===== config.mk =====
export PLATFORM = sky130hd
export DESIGN_NAME = fdmd_cfg
export DESIGN_NICKNAME = d
export VERILOG_FILES = /design/src/rtl/fdmd_pkg.sv /design/src/rtl/fdmd_cfg.sv
export SDC_FILE = /design/constraint.sdc
export NUM_CORES = 1
export LEC_CHECK = 0
export BUFFER_PORTS_ARGS = -buffer_cell sky130_fd_sc_hd__buf_4
export CAP_MARGIN = 25
export CORE_MARGIN = 2
export CORE_UTILIZATION = 40
export CTS_BUF_LIST = sky130_fd_sc_hd__clkbuf_8
export DETAILED_ROUTE_END_ITERATION = 6
export GPL_TIMING_DRIVEN = 0
export PLACE_DENSITY = 0.81
export SLEW_MARGIN = 30
export SYNTH_ARGS = -nofsm -noshare
export SYNTH_HDL_FRONTEND = slang
export SYNTH_SLANG_ARGS = --single-unit

===== constraint.sdc =====
create_clock -name clk -period 1.45 [get_ports clk]
set_input_delay 0.145 -clock clk [delete_from_list [all_inputs] [get_ports clk]]
set_output_delay 0.145 -clock clk [all_outputs]
set_load 0.02 [all_outputs]

===== src/rtl/fdmd_pkg.sv =====
// Shared types, constants and helpers for the frame difference motion detector.
`timescale 1ns / 1ps

package fdmd_pkg;

  // Frame store geometry
  localparam int MAX_PIXELS = 131072;
  localparam int ADDR_W     = $clog2(MAX_PIXELS);
  localparam int FILL_W     = $clog2(MAX_PIXELS + 1);
  localparam logic [ADDR_W-1:0] LAST_POS = ADDR_W'(MAX_PIXELS - 1);

  // Datapath widths
  localparam int CHAN_W = 8;
  localparam int CNT_W  = 18;
  localparam logic [CNT_W-1:0] COUNT_MAX = {CNT_W{1'b1}};

  // Register reset values
  localparam logic [CHAN_W-1:0] DIFF_THR_RESET  = CHAN_W'(40);
  localparam logic [CNT_W-1:0]  COUNT_THR_RESET = CNT_W'(300);

  // Configuration port
  localparam int PADDR_W = 3;
  localparam int PDATA_W = 32;

  typedef enum logic {
    REG_DIFF_THR  = 1'b0,
    REG_COUNT_THR = 1'b1
  } reg_idx_t;

  typedef struct packed {
    logic [CHAN_W-1:0] diff_threshold;
    logic [CNT_W-1:0]  count_threshold;
  } cfg_t;

  // Input beat
  typedef struct packed {
    logic [CHAN_W-1:0] chan0;
    logic [CHAN_W-1:0] chan1;
    logic [CHAN_W-1:0] chan2;
    logic              end_of_frame;
  } pix_t;

  // Result beat
  typedef struct packed {
    logic [CHAN_W-1:0] out_chan0;
    logic [CHAN_W-1:0] out_chan1;
    logic [CHAN_W-1:0] out_chan2;
    logic              pixel_changed;
    logic              frame_done;
    logic              motion;
  } res_t;

  // Stored pixel of the previous frame
  typedef struct packed {
    logic [CHAN_W-1:0] c2;
    logic [CHAN_W-1:0] c1;
    logic [CHAN_W-1:0] c0;
  } px_t;

  // Write request into the frame store
  typedef struct packed {
    logic              en;
    logic [ADDR_W-1:0] addr;
    px_t               data;
  } store_wr_t;

  function automatic logic [CHAN_W-1:0] abs_diff(input logic [CHAN_W-1:0] a,
                                                 input logic [CHAN_W-1:0] b);
    return (a > b) ? (a - b) : (b - a);
  endfunction

endpackage


===== src/rtl/fdmd_cfg.sv =====
// APB register file holding the two detection thresholds.
`timescale 1ns / 1ps

module fdmd_cfg (
  input  logic                          clk,
  input  logic                          rst,
  input  logic                          psel,
  input  logic                          penable,
  input  logic                          pwrite,
  input  logic [fdmd_pkg::PADDR_W-1:0]  paddr,
  input  logic [fdmd_pkg::PDATA_W-1:0]  pwdata,
  output logic [fdmd_pkg::PDATA_W-1:0]  prdata,
  output logic                          pready,
  output fdmd_pkg::cfg_t                cfg
);

  logic                 wr_en;
  fdmd_pkg::reg_idx_t   sel;

  assign pready = 1'b1;
  assign wr_en  = psel & penable & pwrite;
  assign sel    = fdmd_pkg::reg_idx_t'(paddr[fdmd_pkg::PADDR_W-1]);

  // Register writes; bits above each register are dropped
  always_ff @(posedge clk) begin
    if (rst) begin
      cfg.diff_threshold  <= fdmd_pkg::DIFF_THR_RESET;
      cfg.count_threshold <= fdmd_pkg::COUNT_THR_RESET;
    end else if (wr_en) begin
      unique case (sel)
        fdmd_pkg::REG_DIFF_THR: begin
          cfg.diff_threshold <= pwdata[fdmd_pkg::CHAN_W-1:0];
        end
        fdmd_pkg::REG_COUNT_THR: begin
          cfg.count_threshold <= pwdata[fdmd_pkg::CNT_W-1:0];
        end
      endcase
    end
  end

  // Read back
  always_comb begin
    unique case (sel)
      fdmd_pkg::REG_DIFF_THR:  prdata = fdmd_pkg::PDATA_W'(cfg.diff_threshold);
      fdmd_pkg::REG_COUNT_THR: prdata = fdmd_pkg::PDATA_W'(cfg.count_threshold);
    endcase
  end

endmodule


==> results.py, run 1 <==
metrics = {
    "routing": {
        "wl_per_cell_um": 11.1,
        "routed_wl_um": 3030,
        "via_per_inst": 4.19,
        "ant_nets": 0,
        "drcViolationCount": 0,
        "vias": 1139,
        "drtPass1Iterations": 4,
        "drtIter0Drc": 39,
    },
    "grt": {
        "grt_pass1_vias": 1040,
        "grt_pass1_wl_um": 4870,
        "gr-total-overflow": 0,
        "antenna_found_initial": 0,
        "grt_usage_pct": 15.1,
        "grt_max_degree": 14,
    },
    "timing": {
        "hold_slack_ps": 143,
        "rsz0062_at_grt": "false",
        "fin_ws_ps": 181,
        "finalSetupViolCount": 0,
        "clock_skew_ps": 0,
        "slew_viol_final": 0,
        "tns_ps": 0,
        "fmax_ghz": 0.788,
        "fin_crit_sh_pct": 87.5,
        "fin_crit_ps": 1270,
        "finalHoldViolCount": 0,
    },
    "synthesis": {
        "synth_area_leaders": "dfxtp_1 37%, mux2i_1 18%, nand2b_1 15%",
        "synth_area_per_cell_um2": 9.90,
        "yosys-top-cells-count": "35 x nand2b_1, 26 x dfxtp_1, 26 x mux2i_1",
        "synth_area_um2": 1430,
        "synth_warnings": 0,
        "synth_edf_count": 0,
        "ys_types": 14,
        "async_reset_ff_share_pct": 0,
        "synth_cells": 144,
        "synth_top_cell_by_area": "dfxtp_1",
        "synth_most_common_cell": "nand2b_1",
        "yosysSeqAreaShare_pct": 36.5,
        "ys.flop_type": "dfxtp_1",
        "synth-seq-cells": 26,
        "netlist.area_leader.share_pct": 36.5,
    },
    "worst_setup_path": {
        "worst-path-buf-inv": 4,
        "slowest_stage": "clkbuf_1",
        "r2r_setup_slack_ps": 790,
        "r2r_end": "cfg[23]",
        "cp.required_ps": 1310,
        "cp_max_fo": 10,
        "crit_top_cell": "buf_4",
        "worstPathCellList": "buf_4 -> buf_2 -> clkbuf_1 -> and2_1 -> buf_4",
        "cpLargestDelayFamily": "buffers and inverters",
        "slowest_delay_ps": 320,
        "r2r_cells": 2,
        "rr_startpoint": "cfg[23]",
        "worst-endpoint-arrival_ps": 1120,
        "start_kind": "input pin",
        "crit_type": "in2out",
        "cp-end-kind": "output port",
    },
    "flow_run": {
        "drv_cap": 0,
    },
    "layout": {
        "fillers": 297,
        "fin_util_pct": 61.0,
        "regMostFlops": "cfg",
        "largest_register_ffs": 26,
        "layout.cells.non_filler": 272,
        "synthToLayoutAreaGrowth_pct": 45.1,
        "drive_above_1_share_pct": 43.8,
        "diodes": 0,
        "num-nets-final": 268,
        "finalInstanceArea_um2": 2070,
        "top_regs": "cfg x26",
    },
    "floorplanning": {
        "fp-row-count": 21,
        "fp.dieH_um": 63.7,
        "fp.coreArea_um2": 3390,
        "io-pin-count": 99,
        "die_area_um2": 4060,
        "initial_utilization_pct": 42.0,
        "die_w_um": 63.7,
    },
    "pwr": {
        "powerDensity_nw_per_um2": 698,
        "swShare_pct": 25.9,
        "switching_power_mw": 0.374,
        "intPower_mw": 1.07,
        "ir_drop_uv": 281,
        "comb_power_share_pct": 21.1,
        "finalPower_mw": 1.44,
        "p_leak_nw": 0.993,
        "power.sequential.fraction_pct": 51.3,
        "pwr-share-clk_pct": 27.6,
    },
    "min_path": {
        "hold_start": "pwdata[12]",
        "min_path_cells": 3,
        "min_to": "cfg[12]",
        "hp-class": "in2reg",
    },
    "clock_tree": {
        "cts_resized": 0,
        "cts_max_level": 1,
        "clockBufferDepth": 2,
        "ctsHoldBuffers": 0,
        "clock_sinks": 26,
        "cts_root_buf": "clkbuf_8",
        "clkTransAtPathRegs_ps": 80,
        "insertion_delay_ps": 260,
        "numCtsBuffers": 3,
        "cts_tree": "yes",
        "post-cts-setup-buffer-count": 0,
    },
    "placed_design": {
        "place_congestion": 0.734,
        "hpwlAfterDp_um": 2320,
        "placedInstanceArea_um2": 2030,
        "preCtsSetupSlack_ps": 135,
        "port_buffers": 66,
        "dp.cells": 269,
    },
    "status": {
        "status": "finished, final reports clean",
    },
}
[placed cells by master, fill, tap and decap left out, drive strengths merged]
cell type,Yosys,layout
conb,2,15
dfxtp,26,26
and4,1,1
mux2,8,8
and4b,1,1
nand4b,1,1
nand2b,35,35
mux2i,26,26
clkbuf,5,8
buf,19,85
nor2,10,10
and2,10,10
[cell families after synthesis]
group | count (synthesis) | share of synthesized area [%]
mux | 34 | 24.6
simple gates | 58 | 25.6
buf+inv | 24 | 12.7
other cells | 2 | 0.527
flops | 26 | 36.5
[layer usage]
| layer | vias to the layer above | GRT usage, % | wire, µm |
|---|---|---|---|
| li1 | 600 | - | - |
| met5 | - | 0 | 0 |
| met2 | 42 | 25.0 | 1430 |
| met4 | 0 | 4.89 | 19 |
| met3 | 2 | 1.79 | 177 |
| met1 | 495 | 20.4 | 1400 |
[tightest hold or removal path, cell delays in order]
cell	delay [ps]
buf_4	110
nand2b_1	50
mux2i_1	60
[worst max path at each step]
stage | startpoint | to | cells past startpoint
3_3_place_gp | paddr[2] | prdata[16] | 5
6_report | paddr[2] | prdata[16] | 5
5_1_grt | paddr[2] | prdata[13] | 5
4_1_cts | paddr[2] | prdata[16] | 5
2_1_floorplan | paddr[2] | prdata[10] | 3
3_5_place_dp | paddr[2] | prdata[10] | 5
[power groups by stage]
| stage | sequential, mW | combinational [mW] | clock [mW] |
|---|---|---|---|
| after floorplan | 0.775 | 0.175 | 0 |
| after global placement | 0.757 | 0.304 | 0 |
| after detailed placement | 0.758 | 0.306 | 0 |
| after CTS | 0.741 | 0.307 | 0.403 |
| after global routing | 0.744 | 0.327 | 0.430 |
| final | 0.741 | 0.305 | 0.399 |
[layout make-up]
class	instances	area (µm²)	share of cell area [%]
Buffer	24	181	8.77
Timing Repair Buffer	66	495	24.0
Sequential cell	26	520	25.2
Multi-Input combinational cell	107	772	37.3
Clock buffer	3	41.3	2.00
Tap cell	46	57.6	2.78
No activity file was read; power rests on OpenSTA's default activity.
==> inputs of run 2 (changes only) <==
--- a/config.mk
+++ b/config.mk
@@ -7,12 +7,14 @@
 export LEC_CHECK = 0
 export BUFFER_PORTS_ARGS = -buffer_cell sky130_fd_sc_hd__buf_4
 export CAP_MARGIN = 25
+export CORE_ASPECT_RATIO = 0.75
 export CORE_MARGIN = 2
 export CORE_UTILIZATION = 40
 export CTS_BUF_LIST = sky130_fd_sc_hd__clkbuf_8
 export DETAILED_ROUTE_END_ITERATION = 6
 export GPL_TIMING_DRIVEN = 0
 export PLACE_DENSITY = 0.81
+export SKIP_CTS_REPAIR_TIMING = 1
 export SLEW_MARGIN = 30
 export SYNTH_ARGS = -nofsm -noshare
 export SYNTH_HDL_FRONTEND = slang
==> results.py, run 2 (synthesis gave the netlist of run 1 again) <==
metrics = {
    "pwr": {
        "pwr-share-clk_pct": 36.1,
        "power.sequential.fraction_pct": 45.2,
        "ir_drop_uv": 443,
        "powerDensity_nw_per_um2": 784,
        "swShare_pct": 23.5,
        "switching_power_mw": 0.385,
        "p_leak_nw": 1.01,
        "comb_power_share_pct": 18.7,
        "intPower_mw": 1.25,
    },
    "worst_setup_path": {
        "cp.required_ps": 1310,
        "worst-path-buf-inv": 4,
        "cp_max_fo": 10,
        "crit_type": "in2out",
        "cp-end-kind": "output port",
        "worstPathCellList": "buf_4 -> buf_2 -> clkbuf_1 -> and2_1 -> buf_4",
        "slowest_stage": "clkbuf_1",
        "cpLargestDelayFamily": "buffers and inverters",
        "worst-endpoint-arrival_ps": 1160,
        "slowest_delay_ps": 350,
        "crit_top_cell": "buf_4",
        "start_kind": "input pin",
    },
    "timing": {
        "fin_ws_ps": 148,
        "tns_ps": 0,
        "clock_skew_ps": 0,
        "rsz0062_at_grt": "false",
        "fin_crit_ps": 1300,
        "fmax_ghz": 0.768,
        "finalSetupViolCount": 0,
        "fin_crit_sh_pct": 89.8,
        "slew_viol_final": 0,
        "finalHoldViolCount": 0,
    },
    "clock_tree": {
        "clockBufferDepth": 2,
        "clock_sinks": 26,
        "cts_tree": "yes",
        "insertion_delay_ps": 260,
        "clkTransAtPathRegs_ps": 90,
        "cts_max_level": 1,
        "numCtsBuffers": 3,
        "cts_root_buf": "clkbuf_8",
    },
    "grt": {
        "grt_max_degree": 16,
        "gr-total-overflow": 0,
        "antenna_found_initial": 0,
        "grt_pass1_vias": 1035,
        "grt_pass1_wl_um": 4990,
        "grt_usage_pct": 15.3,
    },
    "layout": {
        "drive_above_1_share_pct": 44.1,
        "regMostFlops": "cfg",
        "synthToLayoutAreaGrowth_pct": 46.7,
        "diodes": 0,
        "final_cell_mix": "81 x buf_4, 35 x nand2b_1, 26 x mux2i_1, 26 x dfxtp_1, 15 x conb_1",
        "num-nets-final": 268,
        "top_regs": "cfg x26",
        "fillers": 310,
        "largest_register_ffs": 26,
        "layout_commonest_cell": "buf_4",
        "fin_util_pct": 62.3,
    },
    "floorplanning": {
        "io-pin-count": 99,
        "fp.coreArea_um2": 3360,
        "fp.dieH_um": 55.7,
        "fp-row-count": 18,
        "initial_utilization_pct": 42.5,
        "die_area_um2": 4060,
        "die_w_um": 72.9,
    },
    "min_path": {
        "hp-class": "in2reg",
    },
    "routing": {
        "drcViolationCount": 0,
        "drtIter0Drc": 56,
        "routed_wl_um": 3180,
        "drtPass1Iterations": 3,
        "drt-met1-wl_um": 1510,
        "wl_per_cell_um": 11.9,
        "ant_nets": 0,
        "via_per_inst": 4.35,
        "wl_met3_um": 203,
        "vias": 1161,
        "top_layer": "met4",
        "wl_met2_um": 1460,
    },
    "flow_run": {
        "drv_cap": 0,
    },
    "placed_design": {
        "hpwlAfterDp_um": 2520,
        "port_buffers": 66,
        "preCtsSetupSlack_ps": 125,
        "place_congestion": 0.681,
    },
    "status": {
        "status": "finished, final reports clean",
    },
}
==> run 2: cell types whose count changed in the layout (fill, tap and decap cells not counted) <==
cell,delta
bufinv_16,+1
==> run 2: worst paths after layout <==
check,slack (ps),cells after the start,end,start
setup / recovery,150,5,prdata[10],paddr[2]
hold / removal,130,3,cfg[8],pwdata[8]
setup reg to reg,820,2,cfg[3],cfg[3]
hold reg to reg,490,2,cfg[12],cfg[12]
==> run 2: cell type report <==
cell class	instances	area [µm²]	area share, %
clock inverter	1	30.0	1.44
multi-input combinational	107	772	36.9
tap	40	50.0	2.39
timing repair buffer	66	495	23.7
buffer	24	181	8.68
clock buffer	3	41.3	1.97
sequential	26	520	24.9
==> run 2: power by group through the flow <==
stage                     clock network (mW)  registers (mW)  logic, mW
final                                  0.591           0.741      0.307
after global placement                     0           0.758      0.304
after global routing                   0.646           0.744      0.329
after floorplan                            0           0.775      0.175
after detailed placement                   0           0.758      0.307
after CTS                              0.607           0.742      0.308
==> run 2: tightest hold or removal path, cell delays in order <==
cell and delay, ps:
buf_4 80, nor2_1 30, mux2i_1 110
==> run 2: through the flow <==
stage | cell area [µm²] | hold slack [ps] | power (mW) | instances
3_5_place_dp | 2020 | 414 | 1.07 | 263
5_1_grt | 2090 | 119 | 1.72 | 267
2_1_floorplan | 1470 | 300 | 0.950 | 157
6_report | 2090 | 128 | 1.64 | 267
4_1_cts | 2090 | 126 | 1.66 | 267
3_3_place_gp | 2020 | 400 | 1.06 | 263
==> run 2: routing by layer <==
metal	up-vias	track usage, %
met5	-	0
met4	0	1.59
met3	2	4.35
met2	38	25.5
met1	522	20.2
li1	599	-
