$ cat config.mk
export PLATFORM = sky130hd
export DESIGN_NAME = fdmd_pixel
export DESIGN_NICKNAME = d
export VERILOG_FILES = /design/src/rtl/fdmd_pkg.sv /design/src/rtl/fdmd_pixel.sv
export SDC_FILE = /design/constraint.sdc
export NUM_CORES = 1
export LEC_CHECK = 0
export BUFFER_PORTS_ARGS = -buffer_cell sky130_fd_sc_hd__buf_2
export CAP_MARGIN = 0
export CORE_UTILIZATION = 40
export CTS_CLUSTER_DIAMETER = 200
export DETAILED_ROUTE_END_ITERATION = 10
export MAX_ROUTING_LAYER = met4
export PLACE_DENSITY = 0.75
export SYNTH_ARGS = -nofsm -noshare
export SYNTH_HDL_FRONTEND = slang
export SYNTH_SLANG_ARGS = --single-unit
$ cat constraint.sdc
create_clock -name clk -period 5.3 [get_ports clk]
set_input_delay 0.795 -clock clk [delete_from_list [all_inputs] [get_ports clk]]
set_output_delay 0.795 -clock clk [all_outputs]
set_load 0.1 [all_outputs]
$ cat src/rtl/fdmd_pkg.sv
// Shared types, constants and helpers for the frame difference motion detector.
`timescale 1ns / 1ps

package fdmd_pkg;

  // Frame store geometry
  localparam int MAX_PIXELS = 131072;
  localparam int ADDR_W     = $clog2(MAX_PIXELS);
  localparam int FILL_W     = $clog2(MAX_PIXELS + 1);
  localparam logic [ADDR_W-1:0] LAST_POS = ADDR_W'(MAX_PIXELS - 1);

  // Datapath widths
  localparam int CHAN_W = 8;
  localparam int CNT_W  = 18;
  localparam logic [CNT_W-1:0] COUNT_MAX = {CNT_W{1'b1}};

  // Register reset values
  localparam logic [CHAN_W-1:0] DIFF_THR_RESET  = CHAN_W'(40);
  localparam logic [CNT_W-1:0]  COUNT_THR_RESET = CNT_W'(300);

  // Configuration port
  localparam int PADDR_W = 3;
  localparam int PDATA_W = 32;

  typedef enum logic {
    REG_DIFF_THR  = 1'b0,
    REG_COUNT_THR = 1'b1
  } reg_idx_t;

  typedef struct packed {
    logic [CHAN_W-1:0] diff_threshold;
    logic [CNT_W-1:0]  count_threshold;
  } cfg_t;

  // Input beat
  typedef struct packed {
    logic [CHAN_W-1:0] chan0;
    logic [CHAN_W-1:0] chan1;
    logic [CHAN_W-1:0] chan2;
    logic              end_of_frame;
  } pix_t;

  // Result beat
  typedef struct packed {
    logic [CHAN_W-1:0] out_chan0;
    logic [CHAN_W-1:0] out_chan1;
    logic [CHAN_W-1:0] out_chan2;
    logic              pixel_changed;
    logic              frame_done;
    logic              motion;
  } res_t;

  // Stored pixel of the previous frame
  typedef struct packed {
    logic [CHAN_W-1:0] c2;
    logic [CHAN_W-1:0] c1;
    logic [CHAN_W-1:0] c0;
  } px_t;

  // Write request into the frame store
  typedef struct packed {
    logic              en;
    logic [ADDR_W-1:0] addr;
    px_t               data;
  } store_wr_t;

  function automatic logic [CHAN_W-1:0] abs_diff(input logic [CHAN_W-1:0] a,
                                                 input logic [CHAN_W-1:0] b);
    return (a > b) ? (a - b) : (b - a);
  endfunction

endpackage

$ cat src/rtl/fdmd_pixel.sv
// Compare stage: channel differences, changed count, motion flag, result register.
`timescale 1ns / 1ps

module fdmd_pixel (
  input  logic                         clk,
  input  logic                         rst,
  input  fdmd_pkg::cfg_t               cfg,
  input  logic                         s1_valid,
  input  fdmd_pkg::pix_t               s1_pix,
  input  logic [fdmd_pkg::ADDR_W-1:0]  s1_pos,
  input  fdmd_pkg::px_t                prev,
  output logic                         s1_adv,
  output fdmd_pkg::store_wr_t          wr,
  output logic                         res_valid,
  input  logic                         res_ready,
  output fdmd_pkg::res_t               res
);

  logic                       changed;
  logic [fdmd_pkg::CNT_W-1:0] changed_count;
  logic [fdmd_pkg::CNT_W-1:0] cnt_inc;
  logic [fdmd_pkg::CNT_W-1:0] changed_count_next;
  fdmd_pkg::res_t             res_next;

  // All three channels must move by more than the threshold
  assign changed =
    (fdmd_pkg::abs_diff(s1_pix.chan0, prev.c0) > cfg.diff_threshold) &&
    (fdmd_pkg::abs_diff(s1_pix.chan1, prev.c1) > cfg.diff_threshold) &&
    (fdmd_pkg::abs_diff(s1_pix.chan2, prev.c2) > cfg.diff_threshold);

  // Saturating count, cleared after the last pixel of a frame
  always_comb begin
    cnt_inc = (changed && (changed_count != fdmd_pkg::COUNT_MAX))
              ? changed_count + fdmd_pkg::CNT_W'(1) : changed_count;
    changed_count_next = s1_pix.end_of_frame ? '0 : cnt_inc;
  end

  // Result beat
  always_comb begin
    res_next.out_chan0     = changed ? s1_pix.chan0 : '0;
    res_next.out_chan1     = changed ? s1_pix.chan1 : '0;
    res_next.out_chan2     = changed ? s1_pix.chan2 : '0;
    res_next.pixel_changed = changed;
    res_next.frame_done    = s1_pix.end_of_frame;
    res_next.motion        = s1_pix.end_of_frame && (cnt_inc > cfg.count_threshold);
  end

  // Advance when the result register is free or being drained
  assign s1_adv = s1_valid && (!res_valid || res_ready);

  // New pixel replaces the stored one
  assign wr.en   = s1_adv;
  assign wr.addr = s1_pos;
  assign wr.data = '{c2: s1_pix.chan2, c1: s1_pix.chan1, c0: s1_pix.chan0};

  always_ff @(posedge clk) begin
    if (rst) begin
      res_valid     <= 1'b0;
      changed_count <= '0;
    end else begin
      if (s1_adv) begin
        res_valid     <= 1'b1;
        changed_count <= changed_count_next;
      end else if (res_ready) begin
        res_valid <= 1'b0;
      end
    end
  end

  always_ff @(posedge clk) begin
    if (s1_adv) begin
      res <= res_next;
    end
  end

endmodule

==> flow_metrics.tcl, run 1 <==
set metrics [dict create \
    fin_crit_ns 5.48 \
    gp_congestion 0.915 \
    grt_max_degree 29 \
    setup_ws_ns -0.177 \
    vias 5476 \
    clock.fmax_mhz 183 \
    cts_tree "done" \
    ys_warn_count 0 \
    routedWlPerCell_um 14.6 \
    rsz0062_at_grt "true" \
    fin_cells 1047 \
    slew_violations 0 \
    synthCells 667 \
    crit_path_end_kind "register" \
    synth_compound_area_frac 0.183 \
    fin_area_mm2 0.00745 \
    p_int_mw 0.927 \
    routed_wl_um 15200 \
    p_clk_frac 0.196 \
    dpl.cell_count 1029 \
    areaGrowthSynthToFinish_pct 32.0 \
    post_synth_mux_area_share 0.0293 \
    max_slew.worst_pin.slew_ns 0.703 \
    async_flop_share 0 \
    worst-path-max-fanout 4 \
    cts_root_buf "clkbuf_16" \
    synthAdderAreaFrac 0.216 \
    clock_path_buffers 2 \
    insertion_delay_ns 0.30 \
    numCtsBuffers 5 \
    seqPwrFrac 0.247 \
    r2r_cells 13 \
    fill_cells 1269 \
    synth_top_family_by_area "adder cells" \
    pin_count 167 \
    switchingPower_mw 0.734 \
    place_ws_ns -0.800 \
    swShare 0.442 \
    critPathBufInv 3 \
    slew_headroom 0.530 \
    core_area_mm2 0.0138 \
    min_path_type "register to register" \
    regToRegStartpoint "changed_count[5]" \
    syn-num-nets 857 \
    synth_edf_count 27 \
    synthFlopType "edfxtp_1" \
    grt_pass1_vias 5412 \
    irDropWorstVdd_uv 158 \
    whs_path_depth 2 \
    combPwrFrac 0.557 \
    rows 43 \
    remaining_drc_errors 0 \
    cpPeakStageDelay_ns 0.36 \
    cap_viol_max_count 0 \
    port-buffer-count 132 \
    grt.total_usage 0.213 \
    p_leak_nw 3.70 \
    hpwl_um 11800 \
    die_h_um 121 \
    start_util 0.408 \
    min_to "res_valid" \
    grt_pass1_wl_um 24200 \
    syn_area_per_cell_um2 8.46 \
    status "finished with violations" \
    fin_hold_ws_ns 0.518 \
    n_antenna_cell 0 \
    violations "setup timing" \
    ys_seq_area_frac 0.211 \
    nNetsFinal 1056 \
    total_power_mw 1.66 \
    synthDistinctLibCells 78 \
    synth_area_mm2 0.00564 \
    critPathLaunchType "input port" \
    power_density_mw_per_mm2 223 \
    setup_viol 1 \
    dr.pass1.iters 7 \
    die-width_um 121 \
    vias_per_cell 5.23 \
    detailed_place.area_mm2 0.00696 \
    ys_seq_elements 46 \
    htreeDepth 2 \
    path_clk_slew_ns 0.07 \
    crit_cells 26 \
    die_area_mm2 0.0146 \
    cp_top_family "simple AND/OR/NAND/NOR gates" \
    required_ns 5.35 \
    crit_slowest_cell "mux2_2" \
    synth-simple-area-share 0.164 \
    first_iter_violations 276 \
    antenna_found_initial 0 \
    ant_nets 0 \
    grt.overflow.total 0 \
    synthXorXnorAreaFrac 0.0512 \
    crit_type "input port to register" \
    fin_crit_sh 1.03 \
    arrival_ns 5.53 \
    rrSetupSlack_ns 1.97 \
    clock-sinks 46 \
    min-delay-start "res_valid" \
    drive_gt1_frac 0.394 \
    worstReg2RegEnd "res[0]" \
    hold_viol 0 \
    hold_buffers 0 \
    fin_skew_ns 0.00431 \
]
-- area by class of cell --
cell class / instances / area [um^2] / area share
Tap cell: 180 / 225 / 0.0302
Inverter: 95 / 372 / 0.0499
Clock inverter: 2 / 10.0 / 0.00134
Timing Repair Buffer: 252 / 1590 / 0.214
Sequential cell: 46 / 1190 / 0.160
Multi-Input combinational cell: 466 / 3930 / 0.528
Clock buffer: 6 / 129 / 0.0173
-- layer usage --
layer  wire [um]  up-vias  GRT usage
met5           0        -          -
met4         231        0     0.0586
met3         584       18     0.0278
met2        7680      151      0.375
met1        6740     2590      0.254
li1            -     2717          -
-- registers in the layout, indices dropped and copies added (netlist names) --
register and cells:
res 27, changed_count 18, res_valid 1
-- synth_stat cells (all sizes together) (4+ instances only) --
cell type	number	area, um^2
fa	6	120
nand2	42	158
a211o	6	53.8
a211oi	4	30.0
xor2	10	87.6
a31o	4	35.0
nor4	4	40.0
a21oi	34	170
a41o	4	42.5
clkbuf	5	31.3
o211ai	9	72.6
and3	7	45.1
mux2	9	105
mux2i	6	60.1
ha	88	1100
nor2b	9	56.3
dfxtp	19	380
xnor2	23	201
nand3	19	100
o21ai	24	120
and2	4	25.0
inv	93	349
nor2	38	145
buf	53	410
a31oi	16	100
nand2b	4	25.0
edfxtp	27	811
a21o	17	129
nor3	12	60.1
nand4	23	159
-- cell families (layout without fill, tap and decap cells) --
logic type | Yosys count | in the layout
compound gates | 148 | 148
mux | 15 | 15
flops | 46 | 46
buf+inv | 155 | 355
fa+ha+maj | 94 | 94
simple gates | 176 | 176
xor+xnor | 33 | 33
-- cells in the final DEF, fill, tap and decap left out, types with 21 or more instances in the layout --
cell / count
a21oi_1: 30
buf_2: 130
buf_4: 118
edfxtp_1: 27
ha_1: 84
inv_1: 86
nand2_1: 42
nand4_1: 22
nor2_1: 36
xnor2_1: 21
-- through the flow --
stage,TNS [ns],util
after CTS,-0.208,0.526
after global placement,-0.789,0.504
after detailed placement,-1.41,0.504
final,-0.177,0.539
after global routing,-0.392,0.539
after floorplan,-0.185,-
-- power by group through the flow --
stage	clock network, mW	registers, mW	logic [mW]
after global routing	0.349	0.413	0.995
after global placement	0	0.419	0.843
after CTS	0.339	0.411	0.888
after detailed placement	0	0.419	0.852
final	0.325	0.411	0.925
after floorplan	0	0.568	0.514
-- worst max-delay path by stage --
| stage | endpoint | start |
|---|---|---|
| floorplan | res[0] | s1_pix[17] |
| global placement | res[0] | s1_pix[1] |
| detailed placement | res[0] | s1_pix[1] |
| CTS | res[0] | s1_pix[9] |
| global route | res[0] | s1_pix[9] |
| finish | res[0] | s1_pix[17] |
-- worst min-delay path: stages, from the launching register on --
cell	delay [ns]
dfxtp_1	0.32
nand2b_1	0.08
a21oi_1	0.07
-- timing repair --
item | CTS | global route
setup buffers | 7 | 3
gates resized for setup | 25 | 33
endpoints found under the setup margin | 1 | 3
pin swaps | 27 | 45
Note: power is estimated with default switching activity, not from simulation.
==> run 2, diff against run 1 <==
--- a/config.mk
+++ b/config.mk
@@ -7,11 +7,12 @@
 export LEC_CHECK = 0
 export BUFFER_PORTS_ARGS = -buffer_cell sky130_fd_sc_hd__buf_2
 export CAP_MARGIN = 0
-export CORE_UTILIZATION = 40
+export CORE_ASPECT_RATIO = 1.75
+export CORE_UTILIZATION = 49
 export CTS_CLUSTER_DIAMETER = 200
 export DETAILED_ROUTE_END_ITERATION = 10
 export MAX_ROUTING_LAYER = met4
-export PLACE_DENSITY = 0.75
+export PLACE_DENSITY = 0.87
 export SYNTH_ARGS = -nofsm -noshare
 export SYNTH_HDL_FRONTEND = slang
 export SYNTH_SLANG_ARGS = --single-unit
==> constraint.sdc (replaced) <==
create_clock -name clk -period 5.3 [get_ports clk]
set_input_delay 0.795 -clock clk [delete_from_list [all_inputs] [get_ports clk]]
set_output_delay 0.795 -clock clk [all_outputs]
set_load 0.02 [all_outputs]
==> run 2 against run 1 <==
  * Setup slack improved by 0.0096 ns
  * Via count rose by 7.2%
  * Critical endpoint unchanged
  * Maximum frequency rose by 0.18%
  * Critical path depth rose by 1
  * The run still ends with setup timing left
==> flow_metrics.tcl, run 2 (same netlist as run 1, synthesis figures left out) <==
set metrics [dict create \
    grt_max_degree 29 \
    nNetsFinal 1077 \
    remaining_drc_errors 0 \
    areaGrowthSynthToFinish_pct 36.0 \
    switchingPower_mw 0.596 \
    fin_hold_ws_ns 0.527 \
    vias 5873 \
    grt.total_usage 0.280 \
    violations "setup timing" \
    min_to "res_valid" \
    fin_cells 1020 \
    cpMostUsedCell "ha_1" \
    clock-sinks 46 \
    fin_skew_ns 0.00978 \
    clock_path_buffers 2 \
    slew_headroom 0.444 \
    routedWlPerCell_um 17.2 \
    cts_root_buf "clkbuf_16" \
    arrival_ns 5.54 \
    worst-path-max-fanout 5 \
    status "finished with violations" \
    required_ns 5.37 \
    top_register "res" \
    p_clk_frac 0.219 \
    n_antenna_cell 0 \
    final_common_cell "buf_4" \
    regToRegStartpoint "changed_count[5]" \
    fin_crit_sh 1.03 \
    crit_type "input port to register" \
    setup_viol 1 \
    pin_count 167 \
    min-delay-start "res_valid" \
    drive_gt1_frac 0.421 \
    routed_wl_um 17500 \
    start_util 0.505 \
    dr.pass1.iters 7 \
    cpPeakStageDelay_ns 0.33 \
    first_iter_violations 361 \
    hpwl_um 13000 \
    seqPwrFrac 0.263 \
    crit_path_end_kind "register" \
    largest_reg_flops 27 \
    core_area_mm2 0.0112 \
    whs_path_depth 2 \
    hold_buffers 0 \
    dpl.cell_count 998 \
    path_clk_slew_ns 0.08 \
    total_power_mw 1.56 \
    die-width_um 83.1 \
    antenna_found_initial 0 \
    numCtsBuffers 5 \
    slew_violations 0 \
    insertion_delay_ns 0.31 \
    min_path_type "register to register" \
    critPathLaunchType "input port" \
    worstReg2RegEnd "res[0]" \
    crit_slowest_cell "ha_1" \
    die_area_mm2 0.0120 \
    fin_crit_ns 5.47 \
    vias_per_cell 5.76 \
    setup_ws_ns -0.167 \
    irDropWorstVdd_uv 167 \
    most-common-layout-cells "buf_4, buf_2, inv_1, ha_1, nand2_1" \
    max_slew.worst_pin.slew_ns 0.832 \
    startpoint "s1_pix[15]" \
    r2r_cells 14 \
    swShare 0.382 \
    rrSetupSlack_ns 1.74 \
    grt.overflow.total 0 \
    hold_viol 0 \
    cts_tree "done" \
    gp_congestion 1.02 \
    top_regs "res (27), changed_count (18), res_valid (1)" \
    clock.fmax_mhz 183 \
    die_h_um 144 \
    p_int_mw 0.963 \
    power_density_mw_per_mm2 203 \
    grt_pass1_vias 5865 \
    rsz0062_at_grt "true" \
    cap_viol_max_count 0 \
    combPwrFrac 0.518 \
    port-buffer-count 132 \
    p_leak_nw 3.90 \
    htreeDepth 2 \
    grt_pass1_wl_um 26200 \
    rows 51 \
    ant_nets 0 \
]
run 2: routing by layer:
| metal | track usage | up-vias | share of wire | routed length (um) |
|---|---|---|---|---|
| li1 | - | 2761 | - | - |
| met1 | 0.248 | 2745 | 0.34 | 5880 |
| met2 | 0.559 | 267 | 0.56 | 9840 |
| met3 | 0.0241 | 100 | 0.043 | 753 |
| met4 | 0.180 | 0 | 0.060 | 1060 |
| met5 | - | - | 0 | 0 |
run 2: repair_timing:
action | CTS | global route
pin swaps | 42 | 47
buffers inserted | 7 | 9
gates resized for setup | 40 | 45
setup endpoints to repair | 1 | 1
gates cloned | 1 | 0
run 2: worst max-delay path: cells and delay by family:
| family | cells | cell delay, ns |
|---|---|---|
| muxes | 1 | 0.25 |
| and+or+nand+nor | 7 | 1.17 |
| xor gates and xnor gates | 2 | 0.29 |
| buffers and inverters | 4 | 0.52 |
| AOI/OAI and AO/OA | 10 | 1.57 |
| adders and majority gates | 3 | 0.92 |
run 2: cell type report:
type / instances / area, um^2
Tap cell: 132 / 165
Timing Repair Buffer: 273 / 1760
Inverter: 95 / 379
Clock buffer: 5 / 125
Clock inverter: 3 / 23.8
Multi-Input combinational cell: 466 / 4030
Sequential cell: 46 / 1190
Fill cell: 843 / 3490
run 2: worst max-delay path by stage:
stage / slack, ns / cells past startpoint / endpoint
finish: -0.17 / 27 / res[0]
global route: -0.44 / 29 / res[0]
CTS: -0.17 / 27 / res[0]
detailed placement: -0.80 / 26 / res[0]
global placement: -0.66 / 27 / res[0]
floorplan: -0.18 / 28 / res[0]
run 2: power groups by stage:
stage | Sequential (mW) | Combinational [mW] | Clock (mW)
floorplan | 0.446 | 0.407 | 0
global placement | 0.419 | 0.667 | 0
detailed placement | 0.419 | 0.685 | 0
CTS | 0.411 | 0.722 | 0.338
global route | 0.413 | 0.873 | 0.350
finish | 0.410 | 0.807 | 0.341
run 2: stage by stage:
stage | setup slack (ns) | area [um^2] | util | TNS (ns)
floorplan | -0.185 | 5720 | - | -0.185
global placement | -0.658 | 7030 | 0.630 | -0.747
detailed placement | -0.795 | 7030 | 0.630 | -1.20
CTS | -0.169 | 7410 | 0.664 | -0.169
global route | -0.438 | 7670 | 0.687 | -0.438
finish | -0.167 | 7670 | 0.687 | -0.167
==> run 3, diff against run 2 <==
--- a/config.mk
+++ b/config.mk
@@ -13,6 +13,7 @@
 export DETAILED_ROUTE_END_ITERATION = 10
 export MAX_ROUTING_LAYER = met4
 export PLACE_DENSITY = 0.87
+export RECOVER_POWER = 100
 export SYNTH_ARGS = -nofsm -noshare
 export SYNTH_HDL_FRONTEND = slang
 export SYNTH_SLANG_ARGS = --single-unit
==> run 3 against run 2 <==
  * The run still ends with setup timing left
  * Combinational power is 1% lower
  * Die area stayed put
  * Clock-buffer cell count stayed put
  * Cell area is 1.0% lower
  * Via count is 0.37% lower
  * First-iteration DRC count is 4.2% higher
  * Wire length is 0.18% higher
  * Non-clock buffer count stayed put
  * Sequential share of layout area is 0.16 points higher
  * Clock skew is 0.0010 ns lower
  * Clock power hardly changed
  * Power is 0.54% lower
  * Highest routed layer unchanged
==> flow_metrics.tcl, run 3 (same netlist as run 1, synthesis figures left out) <==
set metrics [dict create \
    clock-sinks 46 \
    gp_congestion 1.02 \
    top_register "res" \
    most-common-layout-cells "buf_4, inv_1, ha_1, buf_2, clkbuf_1" \
    hold_viol 0 \
    worstReg2RegEnd "res[0]" \
    rsz0062_at_grt "true" \
    regToRegStartpoint "changed_count[6]" \
    min_path_type "register to register" \
    cap_viol_max_count 0 \
    required_ns 5.37 \
    cts_tree "done" \
    slew_violations 0 \
    seqPwrFrac 0.265 \
    insertion_delay_ns 0.31 \
    remaining_drc_errors 0 \
    rows 51 \
    vias 5851 \
    fin_cells 1020 \
    max_slew.worst_pin.slew_ns 1.15 \
    fin_hold_ws_ns 0.531 \
    ant_nets 0 \
    hold_buffers 0 \
    rrSetupSlack_ns 1.75 \
    fin_skew_ns 0.00877 \
    grt_pass1_wl_um 26200 \
    p_int_mw 0.954 \
    die_h_um 144 \
    setup_viol 1 \
    combPwrFrac 0.515 \
    setup_ws_ns -0.181 \
    vias_per_cell 5.74 \
    slew_headroom 0.234 \
    whs_path_depth 2 \
    crit_type "input port to register" \
    min_to "res_valid" \
    fin_area_mm2 0.00760 \
    grt.total_usage 0.280 \
    htreeDepth 2 \
    port-buffer-count 132 \
    grt_max_degree 29 \
    final_util 0.680 \
    start_util 0.505 \
    fill_cells 879 \
    die_area_mm2 0.0120 \
    nNetsFinal 1077 \
    p_leak_nw 3.73 \
    crit_path_end_kind "register" \
    grt_pass1_vias 5865 \
    routedWlPerCell_um 17.2 \
    top_regs "res (27), changed_count (18), res_valid (1)" \
    arrival_ns 5.55 \
    hpwl_um 13000 \
    path_clk_slew_ns 0.08 \
    p_clk_frac 0.219 \
    grt.overflow.total 0 \
    first_iter_violations 376 \
    dr.pass1.iters 7 \
    drive_gt1_frac 0.356 \
    detailed_place.area_mm2 0.00703 \
    final_common_cell "buf_4" \
    dpl.cell_count 998 \
    core_area_mm2 0.0112 \
    cts_root_buf "clkbuf_16" \
    areaGrowthSynthToFinish_pct 34.6 \
    routed_wl_um 17600 \
    die-width_um 83.1 \
    fin_crit_sh 1.03 \
    largest_reg_flops 27 \
    critPathLaunchType "input port" \
    swShare 0.385 \
    pin_count 167 \
    worst-path-max-fanout 5 \
    clock_path_buffers 2 \
    irDropWorstVdd_uv 167 \
    status "finished with violations" \
    r2r_cells 14 \
    numCtsBuffers 5 \
    switchingPower_mw 0.596 \
    n_antenna_cell 0 \
    violations "setup timing" \
    antenna_found_initial 0 \
    fin_crit_ns 5.48 \
    power_density_mw_per_mm2 204 \
    min-delay-start "res_valid" \
    clock.fmax_mhz 182 \
]
run 3: cell count changes in the layout (fill, tap and decap cells not counted):
cell | previous run | this run
buf_2 | 128 | 72
buf_4 | 138 | 136
clkbuf_1 | 0 | 58
run 3: worst max-delay path by stage:
stage,from,depth (start not counted),to
6_report,s1_pix[15],27,res[0]
5_1_grt,s1_pix[9],29,res[0]
4_1_cts,s1_pix[17],27,res[0]
3_5_place_dp,s1_pix[1],26,res[0]
3_3_place_gp,s1_pix[1],27,res[0]
2_1_floorplan,s1_pix[17],28,res[0]
run 3: what timing repair did:
action	4_1_cts	5_1_grt
gates resized for setup	40	45
setup endpoints to repair	1	1
pin swaps	42	47
cloned	1	0
buffers inserted	7	9
run 3: per-stage QoR:
| stage | power, mW | worst slack, ns | setup TNS (ns) |
|---|---|---|---|
| finish | 1.55 | -0.181 | -0.181 |
| global route | 1.63 | -0.438 | -0.438 |
| CTS | 1.47 | -0.169 | -0.169 |
| detailed placement | 1.10 | -0.795 | -1.20 |
| global placement | 1.09 | -0.658 | -0.747 |
| floorplan | 0.853 | -0.185 | -0.185 |
run 3: final cells by class:
cell class | count | area [um^2] | share of cell area
multi-input combinational | 466 | 4030 | 0.530
timing repair buffer | 273 | 1690 | 0.222
sequential | 46 | 1190 | 0.157
inverter | 95 | 379 | 0.0499
tap | 132 | 165 | 0.0217
clock buffer | 5 | 125 | 0.0165
clock inverter | 3 | 23.8 | 0.00313
run 3: worst max-delay path: stages:
cell       delay (ns)
buf_2            0.11
inv_1            0.06
ha_1             0.33
nand4_1          0.14
o22a_1           0.28
and3_4           0.26
mux2i_1          0.25
a21bo_2          0.25
a21oi_1          0.16
xnor2_1          0.14
ha_1             0.27
and4_4           0.20
and3_4           0.18
a31oi_4          0.23
o211ai_4         0.10
nor3b_2          0.24
buf_4            0.21
nand3_2          0.10
xnor2_1          0.15
ha_1             0.32
a21oi_2          0.12
nor2b_1          0.05
o21ai_1          0.14
buf_4            0.14
o2111ai_1        0.10
o2111ai_1        0.10
a21oi_1          0.09
run 3: power groups by stage:
stage	Sequential, mW	Combinational (mW)	Clock (mW)
floorplan	0.446	0.407	0
global placement	0.419	0.667	0
detailed placement	0.419	0.685	0
CTS	0.411	0.722	0.338
global route	0.413	0.863	0.350
finish	0.411	0.799	0.340
run 3: metal layers:
layer	track usage	vias to the layer above	routed length (um)
met4	0.180	0	1080
li1	-	2761	-
met3	0.0241	92	684
met2	0.559	250	9830
met5	-	-	0
met1	0.248	2748	5960
